--- config.mk ---
export PLATFORM = sky130hd
export DESIGN_NAME = sorted_table_insert_delete_find_unit
export DESIGN_NICKNAME = d
export VERILOG_FILES = /design/src/rtl/core/stbl_pkg.sv /design/src/rtl/core/stbl_ctrl.sv /design/src/rtl/core/stbl_dp.sv /design/src/rtl/core/sorted_table_insert_delete_find_unit.sv
export SDC_FILE = /design/constraint.sdc
export NUM_CORES = 1
export LEC_CHECK = 0
export BUFFER_PORTS_ARGS = -buffer_cell sky130_fd_sc_hd__buf_4
export CAP_MARGIN = 25
export CORE_MARGIN = 2
export CORE_UTILIZATION = 60
export DETAILED_ROUTE_END_ITERATION = 6
export GPL_TIMING_DRIVEN = 0
export PLACE_DENSITY = 0.77
export SLEW_MARGIN = 30
export SYNTH_ARGS = -nofsm -noshare
export SYNTH_HDL_FRONTEND = slang
export SYNTH_HIERARCHICAL = 1
export SYNTH_SLANG_ARGS = --single-unit
--- constraint.sdc ---
create_clock -name clk_i -period 5 [get_ports clk_i]
set_input_delay 0.5 -clock clk_i [delete_from_list [all_inputs] [get_ports clk_i]]
set_output_delay 0.5 -clock clk_i [all_outputs]
set_load 0.02 [all_outputs]
--- src/rtl/core/stbl_pkg.sv ---
// Shared types and codes for the sorted table unit.
// Holds operation and result codes, the controller state type and the
// command/status structs that join the controller and the datapath.
package stbl_pkg;

  // operation codes carried on the input tuser
  localparam logic [1:0] MODE_INSERT = 2'd0;
  localparam logic [1:0] MODE_DELETE = 2'd1;
  localparam logic [1:0] MODE_FIND   = 2'd2;

  // field widths fixed by the word formats
  localparam int unsigned ValueW = 32;
  localparam int unsigned PosW   = 16;
  localparam int unsigned FieldW = 5;
  localparam int unsigned InDataW  = 48;
  localparam int unsigned OutDataW = 16;

  // index code reported when no entry matches
  localparam logic [FieldW-1:0] NOT_FOUND = '1;

  // result status codes
  typedef enum logic [1:0] {
    STAT_DONE  = 2'd0,
    STAT_FULL  = 2'd1,
    STAT_RANGE = 2'd2
  } stbl_status_e;

  // controller states, one-hot
  typedef enum logic [7:0] {
    ST_IDLE     = 8'b0000_0001,
    ST_INS_CHK  = 8'b0000_0010,
    ST_INS_CMP  = 8'b0000_0100,
    ST_DEL_CHK  = 8'b0000_1000,
    ST_DEL_MOV  = 8'b0001_0000,
    ST_FIND_CHK = 8'b0010_0000,
    ST_FIND_CMP = 8'b0100_0000,
    ST_RESULT   = 8'b1000_0000
  } stbl_state_e;

  // commands from the controller to the datapath
  typedef struct packed {
    logic         load;       // capture the input word, set up the index
    logic         rd;         // read one entry into the read register
    logic         wr_shift;   // move the read entry to the index, step index
    logic         wr_val;     // write the new value at the index
    logic         idx_inc;    // step the find index
    logic         cnt_inc;
    logic         cnt_dec;
    logic         out_load;   // load the result word
    stbl_status_e out_status;
    logic         out_found;
  } stbl_cmd_t;

  // status from the datapath to the controller
  typedef struct packed {
    logic [1:0] in_mode;
    logic       full;       // table holds capacity entries
    logic       pos_bad;    // delete position outside 1..count
    logic       idx_zero;
    logic       less;       // read entry is smaller than the value
    logic       equal;      // read entry equals the key
    logic       at_count;   // index reached the entry count
    logic       del_last;   // index is the last stored entry
    logic       out_free;   // result register can take a word
  } stbl_stat_t;

endpackage

--- src/rtl/core/stbl_ctrl.sv ---
// Controller state machine of the sorted table unit.
// Sequences the insert, delete and find walks; depends on stbl_pkg.
module stbl_ctrl (
  input  logic               clk_i,
  input  logic               rst_ni,
  input  logic               s_axis_tvalid,
  output logic               s_axis_tready,
  input  stbl_pkg::stbl_stat_t stat_i,
  output stbl_pkg::stbl_cmd_t  cmd_o
);
  import stbl_pkg::*;

  stbl_state_e  st_q, st_d;
  stbl_status_e res_q, res_d;
  logic         found_q, found_d;

  // next state and commands
  always_comb begin
    st_d    = st_q;
    res_d   = res_q;
    found_d = found_q;
    cmd_o   = '0;
    cmd_o.out_status = res_q;
    cmd_o.out_found  = found_q;
    s_axis_tready = 1'b0;
    case (st_q)
      ST_IDLE: begin
        s_axis_tready = 1'b1;
        if (s_axis_tvalid) begin
          cmd_o.load = 1'b1;
          found_d = 1'b0;
          res_d   = STAT_DONE;
          case (stat_i.in_mode)
            MODE_INSERT: begin
              if (stat_i.full) begin
                res_d = STAT_FULL;
                st_d  = ST_RESULT;
              end else begin
                st_d = ST_INS_CHK;
              end
            end
            MODE_DELETE: begin
              if (stat_i.pos_bad) begin
                res_d = STAT_RANGE;
                st_d  = ST_RESULT;
              end else begin
                st_d = ST_DEL_CHK;
              end
            end
            MODE_FIND: st_d = ST_FIND_CHK;
            default:   st_d = ST_RESULT;
          endcase
        end
      end
      // walk down from the end, shifting smaller entries up
      ST_INS_CHK: begin
        if (stat_i.idx_zero) begin
          cmd_o.wr_val  = 1'b1;
          cmd_o.cnt_inc = 1'b1;
          st_d = ST_RESULT;
        end else begin
          cmd_o.rd = 1'b1;
          st_d = ST_INS_CMP;
        end
      end
      ST_INS_CMP: begin
        if (stat_i.less) begin
          cmd_o.wr_shift = 1'b1;
          st_d = ST_INS_CHK;
        end else begin
          cmd_o.wr_val  = 1'b1;
          cmd_o.cnt_inc = 1'b1;
          st_d = ST_RESULT;
        end
      end
      // close the gap left by the removed entry
      ST_DEL_CHK: begin
        if (stat_i.del_last) begin
          cmd_o.cnt_dec = 1'b1;
          st_d = ST_RESULT;
        end else begin
          cmd_o.rd = 1'b1;
          st_d = ST_DEL_MOV;
        end
      end
      ST_DEL_MOV: begin
        cmd_o.wr_shift = 1'b1;
        st_d = ST_DEL_CHK;
      end
      // linear search from the top
      ST_FIND_CHK: begin
        if (stat_i.at_count) begin
          st_d = ST_RESULT;
        end else begin
          cmd_o.rd = 1'b1;
          st_d = ST_FIND_CMP;
        end
      end
      ST_FIND_CMP: begin
        if (stat_i.equal) begin
          found_d = 1'b1;
          st_d = ST_RESULT;
        end else begin
          cmd_o.idx_inc = 1'b1;
          st_d = ST_FIND_CHK;
        end
      end
      // hand the result word over once the output register is free
      ST_RESULT: begin
        if (stat_i.out_free) begin
          cmd_o.out_load = 1'b1;
          st_d = ST_IDLE;
        end
      end
      default: st_d = ST_IDLE;
    endcase
  end

  // state registers
  always_ff @(posedge clk_i or negedge rst_ni) begin
    if (!rst_ni) begin
      st_q    <= ST_IDLE;
      res_q   <= STAT_DONE;
      found_q <= 1'b0;
    end else begin
      st_q    <= st_d;
      res_q   <= res_d;
      found_q <= found_d;
    end
  end

endmodule

--- src/rtl/core/stbl_dp.sv ---
// Datapath of the sorted table unit: entry memory, index and count
// registers, compare logic and the result register; depends on stbl_pkg.
module stbl_dp #(
  parameter int unsigned CAPACITY = 16
) (
  input  logic                            clk_i,
  input  logic                            rst_ni,
  input  logic [stbl_pkg::InDataW-1:0]    in_data_i,
  input  logic [1:0]                      in_mode_i,
  output logic                            out_valid_o,
  input  logic                            out_ready_i,
  output logic [stbl_pkg::OutDataW-1:0]   out_data_o,
  input  stbl_pkg::stbl_cmd_t             cmd_i,
  output stbl_pkg::stbl_stat_t            stat_o
);
  import stbl_pkg::*;

  localparam int unsigned AW = (CAPACITY > 1) ? $clog2(CAPACITY) : 1;
  localparam int unsigned CW = $clog2(CAPACITY + 1);
  localparam int unsigned EW = (CW > FieldW) ? CW : FieldW;

  logic [ValueW-1:0]  mem [CAPACITY];
  logic [ValueW-1:0]  rd_q;
  logic [1:0]         mode_q;
  logic [ValueW-1:0]  val_q;
  logic [CW-1:0]      idx_q, idx_d;
  logic [CW-1:0]      count_q, count_d;
  logic               out_valid_q;
  logic [OutDataW-1:0] out_data_q;

  logic [ValueW-1:0]  in_value;
  logic [PosW-1:0]    in_pos;
  logic [CW-1:0]      rd_idx;
  logic [EW-1:0]      idx_ext;
  logic [EW-1:0]      cnt_ext;
  logic [FieldW-1:0]  found_idx;

  assign in_value = in_data_i[ValueW-1:0];
  assign in_pos   = in_data_i[ValueW +: PosW];

  // status toward the controller
  assign stat_o.in_mode  = in_mode_i;
  assign stat_o.full     = (count_q == CW'(CAPACITY));
  assign stat_o.pos_bad  = (in_pos == '0) || (in_pos > PosW'(count_q));
  assign stat_o.idx_zero = (idx_q == '0);
  assign stat_o.less     = ($signed(rd_q) < $signed(val_q));
  assign stat_o.equal    = (rd_q == val_q);
  assign stat_o.at_count = (idx_q == count_q);
  assign stat_o.del_last = (CW'(idx_q + 1'b1) == count_q);
  assign stat_o.out_free = !out_valid_q || out_ready_i;

  // read neighbor: below for insert, above for delete, own slot for find
  always_comb begin
    case (mode_q)
      MODE_INSERT: rd_idx = idx_q - 1'b1;
      MODE_DELETE: rd_idx = idx_q + 1'b1;
      default:     rd_idx = idx_q;
    endcase
  end

  // entry memory with registered read
  always_ff @(posedge clk_i) begin
    if (cmd_i.wr_shift) begin
      mem[idx_q[AW-1:0]] <= rd_q;
    end else if (cmd_i.wr_val) begin
      mem[idx_q[AW-1:0]] <= val_q;
    end
    if (cmd_i.rd) begin
      rd_q <= mem[rd_idx[AW-1:0]];
    end
  end

  // walk index
  always_comb begin
    idx_d = idx_q;
    if (cmd_i.load) begin
      case (in_mode_i)
        MODE_INSERT: idx_d = count_q;
        MODE_DELETE: idx_d = CW'(in_pos - 1'b1);
        default:     idx_d = '0;
      endcase
    end else if (cmd_i.wr_shift) begin
      idx_d = (mode_q == MODE_INSERT) ? idx_q - 1'b1 : idx_q + 1'b1;
    end else if (cmd_i.idx_inc) begin
      idx_d = idx_q + 1'b1;
    end
  end

  // entry count
  always_comb begin
    count_d = count_q;
    if (cmd_i.cnt_inc) begin
      count_d = count_q + 1'b1;
    end else if (cmd_i.cnt_dec) begin
      count_d = count_q - 1'b1;
    end
  end

  // command word and walk registers
  always_ff @(posedge clk_i) begin
    if (cmd_i.load) begin
      mode_q <= in_mode_i;
      val_q  <= in_value;
    end
    idx_q <= idx_d;
  end

  always_ff @(posedge clk_i or negedge rst_ni) begin
    if (!rst_ni) begin
      count_q <= '0;
    end else begin
      count_q <= count_d;
    end
  end

  // result word fields, indexes and counts reported modulo 32
  assign idx_ext   = EW'(idx_q);
  assign cnt_ext   = EW'(count_q);
  assign found_idx = cmd_i.out_found ? idx_ext[FieldW-1:0] : NOT_FOUND;

  // output register
  always_ff @(posedge clk_i or negedge rst_ni) begin
    if (!rst_ni) begin
      out_valid_q <= 1'b0;
    end else if (cmd_i.out_load) begin
      out_valid_q <= 1'b1;
    end else if (out_ready_i) begin
      out_valid_q <= 1'b0;
    end
  end

  always_ff @(posedge clk_i) begin
    if (cmd_i.out_load) begin
      out_data_q <= {4'b0, cnt_ext[FieldW-1:0], found_idx, cmd_i.out_status};
    end
  end

  assign out_valid_o = out_valid_q;
  assign out_data_o  = out_data_q;

endmodule

--- src/rtl/core/sorted_table_insert_delete_find_unit.sv ---
// Top level of the sorted table unit: joins controller and datapath.
// Depends on stbl_pkg, stbl_ctrl and stbl_dp.
//
// Keeps up to CAPACITY signed 32-bit values in descending order. A word on
// the input stream is one command: insert (before the first smaller entry,
// so equal values keep arrival order; dropped with status full when the
// table is full), delete at a 1-based position (status range when outside
// 1..count), or find (0-based index of the first equal entry, else -1).
// Each command returns exactly one result word with the status, the found
// index and the entry count after the command, both taken modulo 32. The
// entries sit in a single-port-read, single-port-write memory, and every
// walk step is a registered read, then a compare or move. A result that is
// not taken holds the controller until the output register frees up. The
// next command is taken while a result still waits in the output register.
module sorted_table_insert_delete_find_unit #(
  parameter int unsigned CAPACITY = 16
) (
  input  logic        clk_i,
  input  logic        rst_ni,
  // slave: tdata = value[31:0], position[47:32]; tuser = mode[1:0]
  input  logic        s_axis_tvalid,
  output logic        s_axis_tready,
  input  logic [47:0] s_axis_tdata,
  input  logic [1:0]  s_axis_tuser,
  // master: tdata = status[1:0], found_index[6:2], entry_count[11:7], zero
  output logic        m_axis_tvalid,
  input  logic        m_axis_tready,
  output logic [15:0] m_axis_tdata
);
  import stbl_pkg::*;

  stbl_cmd_t  cmd;
  stbl_stat_t stat;

  stbl_ctrl u_ctrl (
    .clk_i         (clk_i),
    .rst_ni        (rst_ni),
    .s_axis_tvalid (s_axis_tvalid),
    .s_axis_tready (s_axis_tready),
    .stat_i        (stat),
    .cmd_o         (cmd)
  );

  stbl_dp #(
    .CAPACITY (CAPACITY)
  ) u_dp (
    .clk_i       (clk_i),
    .rst_ni      (rst_ni),
    .in_data_i   (s_axis_tdata),
    .in_mode_i   (s_axis_tuser),
    .out_valid_o (m_axis_tvalid),
    .out_ready_i (m_axis_tready),
    .out_data_o  (m_axis_tdata),
    .cmd_i       (cmd),
    .stat_o      (stat)
  );

endmodule
==> results.yml <==
outcome:
  status: "complete, no violations"
logic_synthesis:
  yosysUniqueCellTypes: 62
  synth_edf_count: 595
  synthAdderAreaFrac_pct: 2.341
  ys_seq_area_share_pct: 71.90
  syn_avg_cell_area_sq_um: 20.32
  ys_seq_elements: 612
  synthMuxAreaShare_pct: 17.80
  synth_async_sr_flop_share_pct: 2.778
  synth-compound-area-share_pct: 1.544
  ys.flop_type: "edfxtp_1"
  syn-cell-area_sq_um: 25440
  synthXorXnorAreaFrac_pct: 0.8999
  synth_top_family_by_area: "multiplexers"
  syn_inst: 1252
  synth_simple_gate_area_share_pct: 3.152
  ys_warn_count: 6
grt:
  grt_antenna_before_repair: 0
  met3_usage_pct: 4.070
  track_usage_pct: 25.65
  grt_max_degree: 42
  grt_first_pass_wirelength_um: 81480
  use_met2_pct: 42.34
  gr-usage-met1_pct: 36.40
  gr-total-overflow: 0
  grt_pass1_vias: 12810
  busiest_layer: "met2"
timing:
  worst_pin_slew_ns: 0.8598
  hold_viol: 0
  fmax_ghz: 0.2027
  skew_ns: 0.01991
  relSlewSlack_pct: 42.07
  rsz0062_at_grt: "false"
  setup_viol: 0
  fin_crit_sh_pct: 98.68
  setup_ws_ns: 0.06591
  post-route-min-period_ns: 4.934
  finalMaxSlewViolations: 0
clock_network:
  cts_tree: "built"
  clk_pin_slew_worst_paths_ns: 0.06
  clkLatencyLatePin_ns: 0.61
  cts_buffers: 58
  cts_setup_buffers: 0
  clock_tree.buffer_depth: 3
  clockRootBuffer: "clkbuf_16"
  clock-sinks: 612
  htreeDepth: 2
route:
  wl_um: 54990
  viasPerCell: 6.413
  vias: 12700
  wire_per_inst_um: 27.77
  drc: 0
  drt-initial-drc-count: 1293
  firstDrtPassIters: 5
  final_antenna_net_count: 0
placement:
  place.detailed.hpwl_um: 31410
  port_buffers: 67
  placedCellCount: 1872
  gp_congestion: 0.8132
  place_area_sq_um: 26970
  dp_slack_ns: 0.1451
hold_path:
  hp-class: "input pin to register"
critical_path:
  critPathMaxFanout: 16
  cp.arrival_ns: 5.24
  worst_setup_path_start_kind: "register"
  cp_data_required_time_ns: 5.31
  rrSetupSlack_ns: 0.07
  worstSetupPathType: "register to register"
  crit_path_end_kind: "register"
die:
  row_count: 75
  dieArea_sq_um: 44070
  start_util_pct: 60.66
  die_x_um: 209.9
  die_height_um: 209.9
  ios: 72
  core_sq_um: 41950
layout:
  area_growth_pct: 13.48
  finish.utilization_pct: 68.84
  fin_area_sq_um: 28870
  fillers: 2508
  nets: 1495
  finalNonFillerCells: 1980
  drive_gt1_share_pct: 24.01
  antennaDiodeCount: 0
power:
  total_power_w: 0.01649
  power.leakage_nw: 10.14
  p_per_area_nw_per_um2: 571.0
  peakVddDrop_uv: 323.6
job:
  max_cap_viol_count: 0
[worst max-delay path, stage by stage, from the launching register on]
cell	delay, ns
edfxtp_1	0.43
ha_1	0.35
nand4_1	0.19
nor3_1	0.49
a21boi_0	0.26
o31ai_1	0.16
nand4_1	0.16
o21ai_0	0.31
o22ai_2	0.29
buf_4	0.18
nor2b_1	0.15
clkbuf_1	0.48
clkbuf_1	0.64
mux2_2	0.54
[final cells by class]
type	count	area, sq um	area share [%]
inverter	48	182.7	0.6327
buffer	56	420.4	1.456
clock inverter	37	359.1	1.244
tap	539	674.4	2.336
clock buffer	70	1526	5.287
timing repair buffer	79	778.2	2.695
sequential	612	18290	63.36
multi-input combinational	539	6639	22.99
[synthesized netlist by cell type, drive strengths merged (2+ instances only)]
cell type	instances	area (sq um)
edfxtp	595	17870
nor2	25	96.35
a21oi	21	112.6
or3	4	25.02
nand4	11	68.82
buf	45	370.4
ha	46	575.6
o21a	4	30.03
o22ai	8	62.56
nor3b	5	42.54
clkbuf	11	47.55
xor2	12	105.1
and2	9	56.30
nor4b	4	47.55
inv	48	180.2
nand3b	3	22.52
nor2b	3	18.77
xnor2	12	123.9
nand4b	2	17.52
nand2	24	92.59
mux4	128	3131
a21o	4	30.03
nand3	8	40.04
or4	4	37.53
o21ai	15	75.07
a211oi	2	15.01
and3	9	56.30
dfrtp	16	400.4
nor4	7	58.81
mux2i	101	1011
a221o	2	21.27
mux2	34	386.6
nand2b	10	62.56
nor3	9	45.04
[cells in the final DEF, fill, tap and decap left out, types with 6 or more instances in the layout]
cell and instances:
and3_4 6, buf_12 6, buf_2 16, nor3_1 9, o21ai_0 14, dfrtp_1 16, xor2_1 12, nand2b_1 10
nor2_1 21, clkbuf_1 15, nor4_1 6, mux2_2 33, a21oi_1 19, nand2_1 23, xnor2_1 11, bufinv_16 7
mux4_1 66, clkbuf_16 58, inv_1 47, edfxtp_1 595, clkinv_1 12, ha_1 46, mux4_2 62, buf_16 6
nand4_1 11, mux2i_1 101, buf_4 79, nand3_1 8, o22ai_1 6, buf_6 16, and2_4 8, clkinv_2 16
[path summary, 6_finish.rpt]
check	cells past startpoint	from	endpoint
worst max register to register	13	u_dp/rd_q[14]	u_dp/mem[8][9]
worst min-delay path	1	s_axis_tdata[11]	u_dp/val_q[11]
worst min register to register	0	u_ctrl/res_q[1]	u_dp/out_data_o[1]
worst max-delay path	13	u_dp/rd_q[14]	u_dp/mem[8][9]
max in group asynchronous	2	rst_ni	u_ctrl/st_q[0]
min in group asynchronous	2	rst_ni	u_dp/out_valid_o
[routing by layer]
layer | up-vias | share of wire, % | routed length (um)
met5 | - | 0 | 0
li1 | 5418 | - | -
met1 | 6655 | 42 | 22980
met4 | 0 | 1.8 | 990
met2 | 552 | 49 | 27150
met3 | 72 | 7.0 | 3868
[stage by stage]
step	TNS, ns	hold WS (ns)
after detailed placement	0	0.3786
final	0	0.06896
after CTS	0	0.02361
after global placement	-125.71	0.3762
after floorplan	0	0.2044
after global routing	0	0.03753
[kinds of logic (layout without fill, tap and decap cells)]
kind of cell	count (synthesis)	count (layout)
flops	612	612
mux	263	263
simple gates	139	139
buf+inv	104	290
compound gates	62	62
fa+ha+maj	47	47
xor+xnor	24	24
other cells	1	4
[report_power, final]
group          switching [W]  internal [W]  total (W)
combinational        0.00313       0.00263    0.00575
clock                0.00182       0.00252    0.00435
sequential          0.000179       0.00621    0.00639
total                0.00513        0.0114     0.0165
[timing repair]
item / 4_1_cts / 5_1_grt
hold buffers: 1 / 0
resized for setup: 0 / 4
setup endpoints to repair: 0 / 230
endpoints found under the hold margin: 17 / 0
[sequential cells by signal, summed over array words and instances, names as in the netlist]
name,count
u_dp/mem,512
u_dp/rd_q,32
u_dp/val_q,32
u_dp/out_data_o,12
u_ctrl/st_q,8
u_dp/cnt_ext,5
u_dp/idx_ext,5
u_ctrl/res_q,2
u_dp/mode_q,2
u_ctrl/found_q,1
u_dp/out_valid_o,1
No activity file was read; power rests on OpenSTA's default activity.
